### config.mk
export PLATFORM = sky130hd
export DESIGN_NAME = glyph_outline_path_converter_flat
export DESIGN_NICKNAME = d
export VERILOG_FILES = /design/src/design/gopc_pkg.sv /design/src/design/gopc_in_if.sv /design/src/design/gopc_out_if.sv /design/src/design/gopc_prep.sv /design/src/design/gopc_elev.sv /design/src/design/gopc_emit.sv /design/src/design/glyph_outline_path_converter.sv /design/src/flat_wrapper.sv
export SDC_FILE = /design/constraint.sdc
export NUM_CORES = 2
export LEC_CHECK = 0
export BUFFER_PORTS_ARGS = -buffer_cell sky130_fd_sc_hd__buf_2
export CAP_MARGIN = 10
export CORE_MARGIN = 2
export CORE_UTILIZATION = 53
export DETAILED_ROUTE_END_ITERATION = 16
export MAX_ROUTING_LAYER = met4
export PLACE_DENSITY = 0.73
export SETUP_SLACK_MARGIN = 0.3
export SLEW_MARGIN = 20
export SYNTH_ARGS = -nofsm -noshare
export SYNTH_HDL_FRONTEND = slang
export SYNTH_SLANG_ARGS = --single-unit
### constraint.sdc
create_clock -name clk -period 11.8 [get_ports clk]
set_input_delay 2.36 -clock clk [delete_from_list [all_inputs] [get_ports clk]]
set_output_delay 2.36 -clock clk [all_outputs]
set_load 0.005 [all_outputs]
### src/design/gopc_pkg.sv
// Shared types, widths and codes of the glyph outline path converter.
package gopc_pkg;

  localparam int RAW_W       = 32;              // 26.6 coordinate width
  localparam int FRAC_BITS   = 6;               // fraction bits dropped per point
  localparam int PIX_W       = RAW_W - FRAC_BITS;
  localparam int NUM_W       = PIX_W + 1;       // magnitude of 2*d+1
  localparam int PROD_W      = 2 * NUM_W;
  localparam int RECIP_SHIFT = 28;
  // ceil(2^28 / 3): exact floor(m / 3) for every m below 2^27
  localparam logic [NUM_W-1:0] RECIP_THIRD = NUM_W'(89478486);

  localparam int FUNC_W      = 3;
  localparam int MAX_RESULTS = 3;
  localparam int CNT_W       = 2;

  // Outline event codes
  localparam logic [FUNC_W-1:0] EV_MOVE  = 3'd0;
  localparam logic [FUNC_W-1:0] EV_LINE  = 3'd1;
  localparam logic [FUNC_W-1:0] EV_CONIC = 3'd2;
  localparam logic [FUNC_W-1:0] EV_CUBIC = 3'd3;
  localparam logic [FUNC_W-1:0] EV_END   = 3'd4;

  typedef enum logic [1:0] {
    CMD_MOVE  = 2'd0,
    CMD_LINE  = 2'd1,
    CMD_CUBIC = 2'd2,
    CMD_CLOSE = 2'd3
  } cmd_kind_t;

  // One path command waiting to go out; elevated points carry base and numerator
  typedef struct packed {
    cmd_kind_t               kind;
    logic                    elev;
    logic signed [PIX_W-1:0] base_x;
    logic signed [PIX_W-1:0] base_y;
    logic                    neg_x;
    logic                    neg_y;
    logic [NUM_W-1:0]        mag_x;
    logic [NUM_W-1:0]        mag_y;
  } slot_t;

  typedef struct packed {
    logic [CNT_W-1:0]            count;
    slot_t [MAX_RESULTS-1:0]     slot;
  } event_t;

endpackage

### src/design/gopc_in_if.sv
// Outline event channel: valid/ready handshake plus event payload.
interface gopc_in_if;
  import gopc_pkg::*;

  logic                    valid;
  logic                    ready;
  logic [FUNC_W-1:0]       func;
  logic signed [RAW_W-1:0] ax;
  logic signed [RAW_W-1:0] ay;
  logic signed [RAW_W-1:0] bx;
  logic signed [RAW_W-1:0] by;
  logic signed [RAW_W-1:0] cx;
  logic signed [RAW_W-1:0] cy;

  modport source (output valid, func, ax, ay, bx, by, cx, cy, input ready);
  modport sink   (input valid, func, ax, ay, bx, by, cx, cy, output ready);
endinterface

### src/design/gopc_out_if.sv
// Path command channel: valid/ready handshake plus command payload.
interface gopc_out_if;
  import gopc_pkg::*;

  logic                    valid;
  logic                    ready;
  logic [1:0]              cmd_kind;
  logic signed [PIX_W-1:0] px;
  logic signed [PIX_W-1:0] py;
  logic                    last_of_run;

  modport source (output valid, cmd_kind, px, py, last_of_run, input ready);
  modport sink   (input valid, cmd_kind, px, py, last_of_run, output ready);
endinterface

### src/design/gopc_prep.sv
// Input register, outline state and expansion of one event into command slots.
module gopc_prep (
  input  logic             clk,
  input  logic             rst_n,
  gopc_in_if.sink          in_ch,
  input  logic             ev_take,
  output logic             ev_valid,
  output gopc_pkg::event_t ev
);
  import gopc_pkg::*;

  logic                    v_r;
  logic [FUNC_W-1:0]       func_r;
  logic signed [RAW_W-1:0] ax_r, ay_r, bx_r, by_r, cx_r, cy_r;

  logic                    started_r, started_nxt;
  logic signed [PIX_W-1:0] last_x_r, last_x_nxt;
  logic signed [PIX_W-1:0] last_y_r, last_y_nxt;

  logic signed [PIX_W-1:0] ax_pix, ay_pix, bx_pix, by_pix, cx_pix, cy_pix;
  logic                    advance;

  function automatic slot_t plain_slot(input cmd_kind_t k,
                                       input logic signed [PIX_W-1:0] x,
                                       input logic signed [PIX_W-1:0] y);
    slot_t s;
    s        = '0;
    s.kind   = k;
    s.base_x = x;
    s.base_y = y;
    return s;
  endfunction

  // Numerator 2*(ctrl-from)+1 kept as sign and magnitude; for d < 0 the
  // magnitude is 2*~d+1, so no negation is needed
  function automatic slot_t elev_slot(input logic signed [PIX_W-1:0] fx,
                                      input logic signed [PIX_W-1:0] fy,
                                      input logic signed [PIX_W-1:0] kx,
                                      input logic signed [PIX_W-1:0] ky);
    logic signed [PIX_W:0] dx;
    logic signed [PIX_W:0] dy;
    slot_t s;
    dx       = {kx[PIX_W-1], kx} - {fx[PIX_W-1], fx};
    dy       = {ky[PIX_W-1], ky} - {fy[PIX_W-1], fy};
    s        = '0;
    s.kind   = CMD_CUBIC;
    s.elev   = 1'b1;
    s.base_x = fx;
    s.base_y = fy;
    s.neg_x  = dx[PIX_W];
    s.neg_y  = dy[PIX_W];
    s.mag_x  = {dx[PIX_W-1:0] ^ {PIX_W{dx[PIX_W]}}, 1'b1};
    s.mag_y  = {dy[PIX_W-1:0] ^ {PIX_W{dy[PIX_W]}}, 1'b1};
    return s;
  endfunction

  assign advance     = v_r && ev_take;
  assign in_ch.ready = !v_r || ev_take;
  assign ev_valid    = v_r;

  // Floor to whole pixels, flip Y (wraps in 26 bits)
  assign ax_pix = ax_r[RAW_W-1:FRAC_BITS];
  assign bx_pix = bx_r[RAW_W-1:FRAC_BITS];
  assign cx_pix = cx_r[RAW_W-1:FRAC_BITS];
  assign ay_pix = PIX_W'(0) - ay_r[RAW_W-1:FRAC_BITS];
  assign by_pix = PIX_W'(0) - by_r[RAW_W-1:FRAC_BITS];
  assign cy_pix = PIX_W'(0) - cy_r[RAW_W-1:FRAC_BITS];

  always_comb begin
    ev          = '0;
    started_nxt = started_r;
    last_x_nxt  = last_x_r;
    last_y_nxt  = last_y_r;
    case (func_r)
      EV_MOVE: begin
        if (started_r) begin
          ev.slot[0] = plain_slot(CMD_CLOSE, '0, '0);
          ev.slot[1] = plain_slot(CMD_MOVE, ax_pix, ay_pix);
          ev.count   = CNT_W'(2);
        end else begin
          ev.slot[0] = plain_slot(CMD_MOVE, ax_pix, ay_pix);
          ev.count   = CNT_W'(1);
        end
        started_nxt = 1'b1;
        last_x_nxt  = ax_pix;
        last_y_nxt  = ay_pix;
      end
      EV_LINE: begin
        ev.slot[0] = plain_slot(CMD_LINE, ax_pix, ay_pix);
        ev.count   = CNT_W'(1);
        last_x_nxt = ax_pix;
        last_y_nxt = ay_pix;
      end
      EV_CONIC: begin
        ev.slot[0] = elev_slot(last_x_r, last_y_r, ax_pix, ay_pix);
        ev.slot[1] = elev_slot(bx_pix, by_pix, ax_pix, ay_pix);
        ev.slot[2] = plain_slot(CMD_CUBIC, bx_pix, by_pix);
        ev.count   = CNT_W'(3);
        last_x_nxt = bx_pix;
        last_y_nxt = by_pix;
      end
      EV_CUBIC: begin
        ev.slot[0] = plain_slot(CMD_CUBIC, ax_pix, ay_pix);
        ev.slot[1] = plain_slot(CMD_CUBIC, bx_pix, by_pix);
        ev.slot[2] = plain_slot(CMD_CUBIC, cx_pix, cy_pix);
        ev.count   = CNT_W'(3);
        last_x_nxt = cx_pix;
        last_y_nxt = cy_pix;
      end
      EV_END: begin
        if (started_r) begin
          ev.slot[0] = plain_slot(CMD_CLOSE, '0, '0);
          ev.count   = CNT_W'(1);
        end
        started_nxt = 1'b0;
        last_x_nxt  = '0;
        last_y_nxt  = '0;
      end
      default: begin
        // unused event kinds: no command, state held
      end
    endcase
  end

  always_ff @(posedge clk) begin
    if (!rst_n) begin
      v_r       <= 1'b0;
      started_r <= 1'b0;
      last_x_r  <= '0;
      last_y_r  <= '0;
    end else begin
      if (in_ch.ready) begin
        v_r <= in_ch.valid;
      end
      if (advance) begin
        started_r <= started_nxt;
        last_x_r  <= last_x_nxt;
        last_y_r  <= last_y_nxt;
      end
    end
  end

  always_ff @(posedge clk) begin
    if (in_ch.valid && in_ch.ready) begin
      func_r <= in_ch.func;
      ax_r   <= in_ch.ax;
      ay_r   <= in_ch.ay;
      bx_r   <= in_ch.bx;
      by_r   <= in_ch.by;
      cx_r   <= in_ch.cx;
      cy_r   <= in_ch.cy;
    end
  end

  a_end_clears: assert property (@(posedge clk) disable iff (!rst_n)
    advance && func_r == EV_END |=> !started_r && last_x_r == '0 && last_y_r == '0)
    else $error("end event left outline state set");

  a_move_starts: assert property (@(posedge clk) disable iff (!rst_n)
    advance && func_r == EV_MOVE |=> started_r)
    else $error("move did not start a figure");

  a_conic_last: assert property (@(posedge clk) disable iff (!rst_n)
    advance && func_r == EV_CONIC |=> last_x_r == $past(bx_pix) && last_y_r == $past(by_pix))
    else $error("conic did not leave its target as last point");

endmodule

### src/design/gopc_elev.sv
// Degree elevation of one coordinate: from + trunc((2*(ctrl-from)+1) / 3).
module gopc_elev (
  input  logic signed [gopc_pkg::PIX_W-1:0] base,
  input  logic                              neg,
  input  logic [gopc_pkg::NUM_W-1:0]        mag,
  output logic signed [gopc_pkg::PIX_W-1:0] point
);
  import gopc_pkg::*;

  logic [PROD_W-1:0]     prod;
  logic [PIX_W-1:0]      quot;
  logic signed [PIX_W:0] sum;

  // Reciprocal multiply gives floor of magnitude / 3, i.e. truncation toward zero
  assign prod = PROD_W'(mag) * PROD_W'(RECIP_THIRD);
  assign quot = prod[RECIP_SHIFT +: PIX_W];
  assign sum  = neg ? ({base[PIX_W-1], base} - {1'b0, quot})
                    : ({base[PIX_W-1], base} + {1'b0, quot});
  assign point = sum[PIX_W-1:0];

endmodule

### src/design/gopc_emit.sv
// Command stage: hold one expanded event and issue its commands one beat a cycle when out_ch is free.
module gopc_emit (
  input  logic             clk,
  input  logic             rst_n,
  input  logic             ev_valid,
  input  gopc_pkg::event_t ev,
  output logic             ev_take,
  gopc_out_if.source       out_ch
);
  import gopc_pkg::*;

  logic                    v_r;
  event_t                  ev_r;
  logic [CNT_W-1:0]        idx_r, idx_nxt;

  logic                    out_v_r;
  cmd_kind_t               kind_r;
  logic signed [PIX_W-1:0] px_r, py_r;
  logic                    last_r;

  slot_t                   cur;
  logic signed [PIX_W-1:0] elev_x, elev_y;
  logic                    out_free, emit, is_last;

  assign cur      = ev_r.slot[idx_r];
  assign out_free = !out_v_r || out_ch.ready;
  assign emit     = v_r && (ev_r.count != '0) && out_free;
  assign is_last  = (idx_r == ev_r.count - CNT_W'(1));
  assign ev_take  = !v_r || (ev_r.count == '0) || (emit && is_last);
  assign idx_nxt  = idx_r + CNT_W'(1);

  gopc_elev u_elev_x (
    .base  (cur.base_x),
    .neg   (cur.neg_x),
    .mag   (cur.mag_x),
    .point (elev_x)
  );

  gopc_elev u_elev_y (
    .base  (cur.base_y),
    .neg   (cur.neg_y),
    .mag   (cur.mag_y),
    .point (elev_y)
  );

  always_ff @(posedge clk) begin
    if (!rst_n) begin
      v_r     <= 1'b0;
      idx_r   <= '0;
      out_v_r <= 1'b0;
    end else begin
      if (ev_take) begin
        v_r   <= ev_valid;
        idx_r <= '0;
      end else if (emit) begin
        idx_r <= idx_nxt;
      end
      if (emit) begin
        out_v_r <= 1'b1;
      end else if (out_ch.ready) begin
        out_v_r <= 1'b0;
      end
    end
  end

  always_ff @(posedge clk) begin
    if (ev_take && ev_valid) begin
      ev_r <= ev;
    end
    if (emit) begin
      kind_r <= cur.kind;
      px_r   <= cur.elev ? elev_x : cur.base_x;
      py_r   <= cur.elev ? elev_y : cur.base_y;
      last_r <= is_last;
    end
  end

  assign out_ch.valid       = out_v_r;
  assign out_ch.cmd_kind    = kind_r;
  assign out_ch.px          = px_r;
  assign out_ch.py          = py_r;
  assign out_ch.last_of_run = last_r;

  a_idx_in_range: assert property (@(posedge clk) disable iff (!rst_n)
    v_r && ev_r.count != '0 |-> idx_r < ev_r.count)
    else $error("command index past event's command count");

  a_load_restarts: assert property (@(posedge clk) disable iff (!rst_n)
    ev_take && ev_valid |=> v_r && idx_r == '0)
    else $error("new event did not restart at its first command");

  a_last_drains: assert property (@(posedge clk) disable iff (!rst_n)
    emit && is_last && !ev_valid |=> !v_r)
    else $error("event stage still busy after its final command");

endmodule

### src/design/glyph_outline_path_converter.sv
// Top level of the glyph outline path converter.
//
//   channel  | dir | handshake             | beat payload
//   ---------+-----+-----------------------+----------------------------------------
//   in_ch    | in  | in_ch.valid/ready     | func, ax, ay, bx, by, cx, cy (26.6)
//   out_ch   | out | out_ch.valid/ready    | cmd_kind, px, py, last_of_run
//
// Commands: a move with no open figure or a line gives one command, and an end
//   gives a close only while a figure is open; a move that closes a figure gives
//   two, a conic or a cubic three. They leave one at a time through the single
//   command register feeding out_ch, after the input and event registers.
// Reset: rst_n synchronous, active low; clears all valids and the outline
//   state (no open figure, last point at the origin).
// Stalls: out_ch.ready low holds the command register; the event stage and
//   input register then fill, after which in_ch.ready drops.
module glyph_outline_path_converter (
  input logic        clk,
  input logic        rst_n,
  gopc_in_if.sink    in_ch,
  gopc_out_if.source out_ch
);
  import gopc_pkg::*;

  // Handoff from the expansion stage to the command stage
  logic   ev_valid;
  logic   ev_take;
  event_t ev;

  // Register the event, track the open figure and last point, and expand
  // the event into up to three command slots (closes, pixel points, and
  // elevation numerators for the conic control points)
  gopc_prep u_prep (
    .clk      (clk),
    .rst_n    (rst_n),
    .in_ch    (in_ch),
    .ev_take  (ev_take),
    .ev_valid (ev_valid),
    .ev       (ev)
  );

  // Walk the slots, finish conic control points with a divide by three,
  // and advance one command beat per cycle into the output register while it is free
  gopc_emit u_emit (
    .clk      (clk),
    .rst_n    (rst_n),
    .ev_valid (ev_valid),
    .ev       (ev),
    .ev_take  (ev_take),
    .out_ch   (out_ch)
  );

endmodule
### src/flat_wrapper.sv
// flat-port wrapper written by rule: the top's interface ports become plain ports
module glyph_outline_path_converter_flat import gopc_pkg::*;
  (clk, rst_n, in_ch_valid, in_ch_func, in_ch_ax, in_ch_ay, in_ch_bx, in_ch_by, in_ch_cx, in_ch_cy, in_ch_ready, out_ch_valid, out_ch_cmd_kind, out_ch_px, out_ch_py, out_ch_last_of_run, out_ch_ready);
  gopc_in_if in_ch_i ();
  gopc_out_if out_ch_i ();
  input logic clk;
  input logic rst_n;
  input wire logic [$bits(in_ch_i.valid)-1:0] in_ch_valid;
  input wire logic [$bits(in_ch_i.func)-1:0] in_ch_func;
  input wire logic [$bits(in_ch_i.ax)-1:0] in_ch_ax;
  input wire logic [$bits(in_ch_i.ay)-1:0] in_ch_ay;
  input wire logic [$bits(in_ch_i.bx)-1:0] in_ch_bx;
  input wire logic [$bits(in_ch_i.by)-1:0] in_ch_by;
  input wire logic [$bits(in_ch_i.cx)-1:0] in_ch_cx;
  input wire logic [$bits(in_ch_i.cy)-1:0] in_ch_cy;
  output wire logic [$bits(in_ch_i.ready)-1:0] in_ch_ready;
  output wire logic [$bits(out_ch_i.valid)-1:0] out_ch_valid;
  output wire logic [$bits(out_ch_i.cmd_kind)-1:0] out_ch_cmd_kind;
  output wire logic [$bits(out_ch_i.px)-1:0] out_ch_px;
  output wire logic [$bits(out_ch_i.py)-1:0] out_ch_py;
  output wire logic [$bits(out_ch_i.last_of_run)-1:0] out_ch_last_of_run;
  input wire logic [$bits(out_ch_i.ready)-1:0] out_ch_ready;
  assign in_ch_i.valid = in_ch_valid;
  assign in_ch_i.func = in_ch_func;
  assign in_ch_i.ax = in_ch_ax;
  assign in_ch_i.ay = in_ch_ay;
  assign in_ch_i.bx = in_ch_bx;
  assign in_ch_i.by = in_ch_by;
  assign in_ch_i.cx = in_ch_cx;
  assign in_ch_i.cy = in_ch_cy;
  assign in_ch_ready = in_ch_i.ready;
  assign out_ch_valid = out_ch_i.valid;
  assign out_ch_cmd_kind = out_ch_i.cmd_kind;
  assign out_ch_px = out_ch_i.px;
  assign out_ch_py = out_ch_i.py;
  assign out_ch_last_of_run = out_ch_i.last_of_run;
  assign out_ch_i.ready = out_ch_ready;
  glyph_outline_path_converter u_core (.clk(clk), .rst_n(rst_n), .in_ch(in_ch_i), .out_ch(out_ch_i));
endmodule
==> results.sh <==
export IMPL_r2r_start="u_core.u_emit.idx_r[0]"
export IMPL_finalCoreUtilization_pct=58.5
export IMPL_synth_flop_cell="edfxtp_1"
export IMPL_fin_tns_setup_ns=0
export IMPL_antenna_found_initial=3
export IMPL_grt_pass1_wl_mm=227
export IMPL_nFillCells=8844
export IMPL_cp_arrival_ns=11.41
export IMPL_die_y_um=328
export IMPL_syn_to_final_growth_pct=9.14
export IMPL_yosysTopAreaCell="edfxtp_1"
export IMPL_required_ns=12.11
export IMPL_synthArstFlopShare_pct=0
export IMPL_worstMarginPinSlew_ns=1.10
export IMPL_slew_headroom_pct=25.8
export IMPL_avgSynthCellArea_um2=9.97
export IMPL_fp_dieArea_um2=108000
export IMPL_rows=118
export IMPL_drv_cap=0
export IMPL_grt_pass1_vias=41300
export IMPL_place_hpwl_mm=119
export IMPL_final_setup_viol_count=0
export IMPL_r2r_end="u_core.u_emit.out_ch.px[25]"
export IMPL_cts_root_buf="clkbuf_16"
export IMPL_drv_slew=0
export IMPL_yosys_register_bits=544
export IMPL_cp_slowest_stage_delay_ns=0.58
export IMPL_regMostFlops="u_core.u_emit.ev_r"
export IMPL_clock_path_buffers=3
export IMPL_diodes=0
export IMPL_place_ws_ns=0.298
export IMPL_final_period_utilization_pct=94.1
export IMPL_place_area_um2=58800
export IMPL_gp_congestion=1.08
export IMPL_clk_pin_slew_ns=0.07
export IMPL_r2r_slack_ns=0.70
export IMPL_synth_edf_count=486
export IMPL_finalWorstPathRequiredPeriod_ns=11.10
export IMPL_crit_end="u_core.u_emit.out_ch.px[25]"
export IMPL_vias=41200
export IMPL_start_util_pct=53.6
export IMPL_rsz0062_at_grt="false"
export IMPL_syn_area_um2=55700
export IMPL_ys_warn_count=0
export IMPL_htree_levels=2
export IMPL_final_seq_area_um2=15800
export IMPL_startpoint="u_core.u_emit.idx_r[0]"
export IMPL_wl_per_cell_um=20.1
export IMPL_drt_iter0_markers=3560
export IMPL_synth_top_cell_area_share_pct=26.2
export IMPL_synthCells=5586
export IMPL_drt_wl_total_mm=145
export IMPL_slowest_stage="fa_1"
export IMPL_first_pass_iters=6
export IMPL_die_x_um=328
export IMPL_final_nets=7231
export IMPL_synth_area_leaders="edfxtp_1, fa_1, ha_1"
export IMPL_worst_path_max_fanout=17
export IMPL_critPathMostFrequentCell="fa_1"
export IMPL_cts_made_buffers=49
export IMPL_cts_tree="built"
export IMPL_clock_latency_ns=0.61
export IMPL_port_buffers=219
export IMPL_clock_sinks=544
export IMPL_hold_buffers=0
export IMPL_grt_usage_pct=27.9
export IMPL_design_area_um2=60800
export IMPL_fmax_mhz=90.1
export IMPL_fin_ws_ns=0.696
export IMPL_core_area_um2=104000
export IMPL_io_pins=256
export IMPL_grt_overflow=0
export IMPL_status="finished clean"
export IMPL_largest_register_ffs=272
export IMPL_endpoint_kind="flop"
export IMPL_yosysSeqAreaShare_pct=28.3
export IMPL_syn_nets=7003
export IMPL_fin_skew_ns=0.0332
export IMPL_synth_distinct_cells=101
export IMPL_multi_input_area_um2=36100
export IMPL_grt_start_max_net_pins=148
export IMPL_hold_viol_final=0
export IMPL_drive_above_1_share_pct=9.36
export IMPL_vias_per_cell=5.70
export IMPL_r2r_cells=40
export IMPL_drc=0
export IMPL_ant_nets=0
export IMPL_hp_class="flop to flop"
export IMPL_cp_start_kind="flop"
export IMPL_critPathKind="flop to flop"
==> through the flow <==
stage,std cells,hold WS [ns]
2_1_floorplan,5586,0.441
5_1_grt,7234,0.514
3_3_place_gp,7131,0.453
3_5_place_dp,7132,0.460
4_1_cts,7223,0.469
6_report,7234,0.468
==> Yosys cell counts, types with 15 or more instances <==
master and n:
a211oi_1 16, a21boi_0 15, a21o_1 100, a21oi_1 326
a31oi_1 23, and2_1 30, and3_1 25, buf_1 17
clkbuf_1 114, dfxtp_1 58, edfxtp_1 486, fa_1 494
ha_1 724, inv_1 946, mux2i_1 142, nand2_1 351
nand2b_1 40, nand3_1 44, nand4_1 15, nor2_1 411
nor2b_1 39, nor3_1 73, nor4_1 22, o211a_1 33
o211ai_1 21, o21a_1 37, o21ai_0 280, o21bai_1 20
or2_2 35, or3_1 26, xnor2_1 273, xor2_1 140
==> worst max-delay path, delay by kind of cell (launching register included) <==
kind	cells	cell delay [ns]
xor gates and xnor gates	4	0.74
and+or+nand+nor	5	1.26
AOI/OAI and AO/OA	13	2.88
DFF	1	0.45
adders and majority gates	9	4.19
buffers and inverters	8	0.98
muxes	1	0.30
==> cells by family (layout without fill, tap and decap cells) <==
family                   after synthesis  count (layout)  synth area share, %
adder cells (fa/ha/maj)             1218            1218                 34.0
AND/OR/NAND/NOR                     1161            1161                 9.60
buffers and inverters               1094            1362                 7.44
AO/OA/AOI/OAI                       1000            1000                 11.3
flip-flops                           544             544                 28.3
XOR/XNOR                             414             414                 6.52
multiplexers                         155             155                 2.81
==> cell type report <==
| cell class | instances | area share [%] |
|---|---|---|
| inverters | 947 | 5.88 |
| well taps | 1380 | 2.84 |
| clock buffers | 61 | 2.18 |
| multi-input cells | 3948 | 59.4 |
| flip-flops and latches | 544 | 25.9 |
| repair buffers | 324 | 3.29 |
| clock inverters | 30 | 0.457 |
==> worst min path at each step <==
stage | from | depth (start not counted) | end | slack (ns)
2_1_floorplan | u_core.u_prep.last_y_r[21] | 2 | u_core.u_prep.last_y_r[21] | 0.44
3_3_place_gp | u_core.u_prep.last_y_r[21] | 2 | u_core.u_prep.last_y_r[21] | 0.45
3_5_place_dp | u_core.u_prep.last_y_r[21] | 2 | u_core.u_prep.last_y_r[21] | 0.46
4_1_cts | u_core.u_prep.last_y_r[21] | 2 | u_core.u_prep.last_y_r[21] | 0.47
5_1_grt | u_core.u_prep.last_y_r[21] | 2 | u_core.u_prep.last_y_r[21] | 0.51
6_report | u_core.u_prep.last_y_r[21] | 2 | u_core.u_prep.last_y_r[21] | 0.47
==> timing repair <==
item,CTS,global route
resized for setup,2,66
pin swaps,0,6
buffers inserted,0,9
endpoints found under the setup margin,2,8
gates cloned,0,0
==> per-layer routing <==
metal,track usage [%],up-vias,wire [um]
li1,-,19300,-
met1,37.7,20000,61900
met2,43.2,1674,65800
met3,4.82,256,12800
met4,8.49,0,4830
met5,-,-,0
==> cells in the final DEF (no fill, tap or decap), types with 15 or more instances in the layout <==
cell	n
mux2i_1	139
buf_4	96
clkbuf_16	51
nor2b_1	36
dfxtp_1	56
nor4_1	22
buf_2	219
nor3_1	72
or2_2	33
o211ai_1	21
a21o_1	100
a21oi_1	319
nor2_1	387
o21ai_0	276
inv_1	942
nand4_1	15
a31oi_1	22
nand2_1	350
o21bai_1	20
nand3_1	44
o21a_1	37
nand2b_1	39
and2_1	29
and3_1	25
a211oi_1	15
edfxtp_1	486
fa_1	491
ha_1	723
or3_1	25
xnor2_1	273
o211a_1	33
xor2_1	139
Power is not shown: default switching activity piles up to over one toggle a cycle in this logic, so the estimate is an artifact.
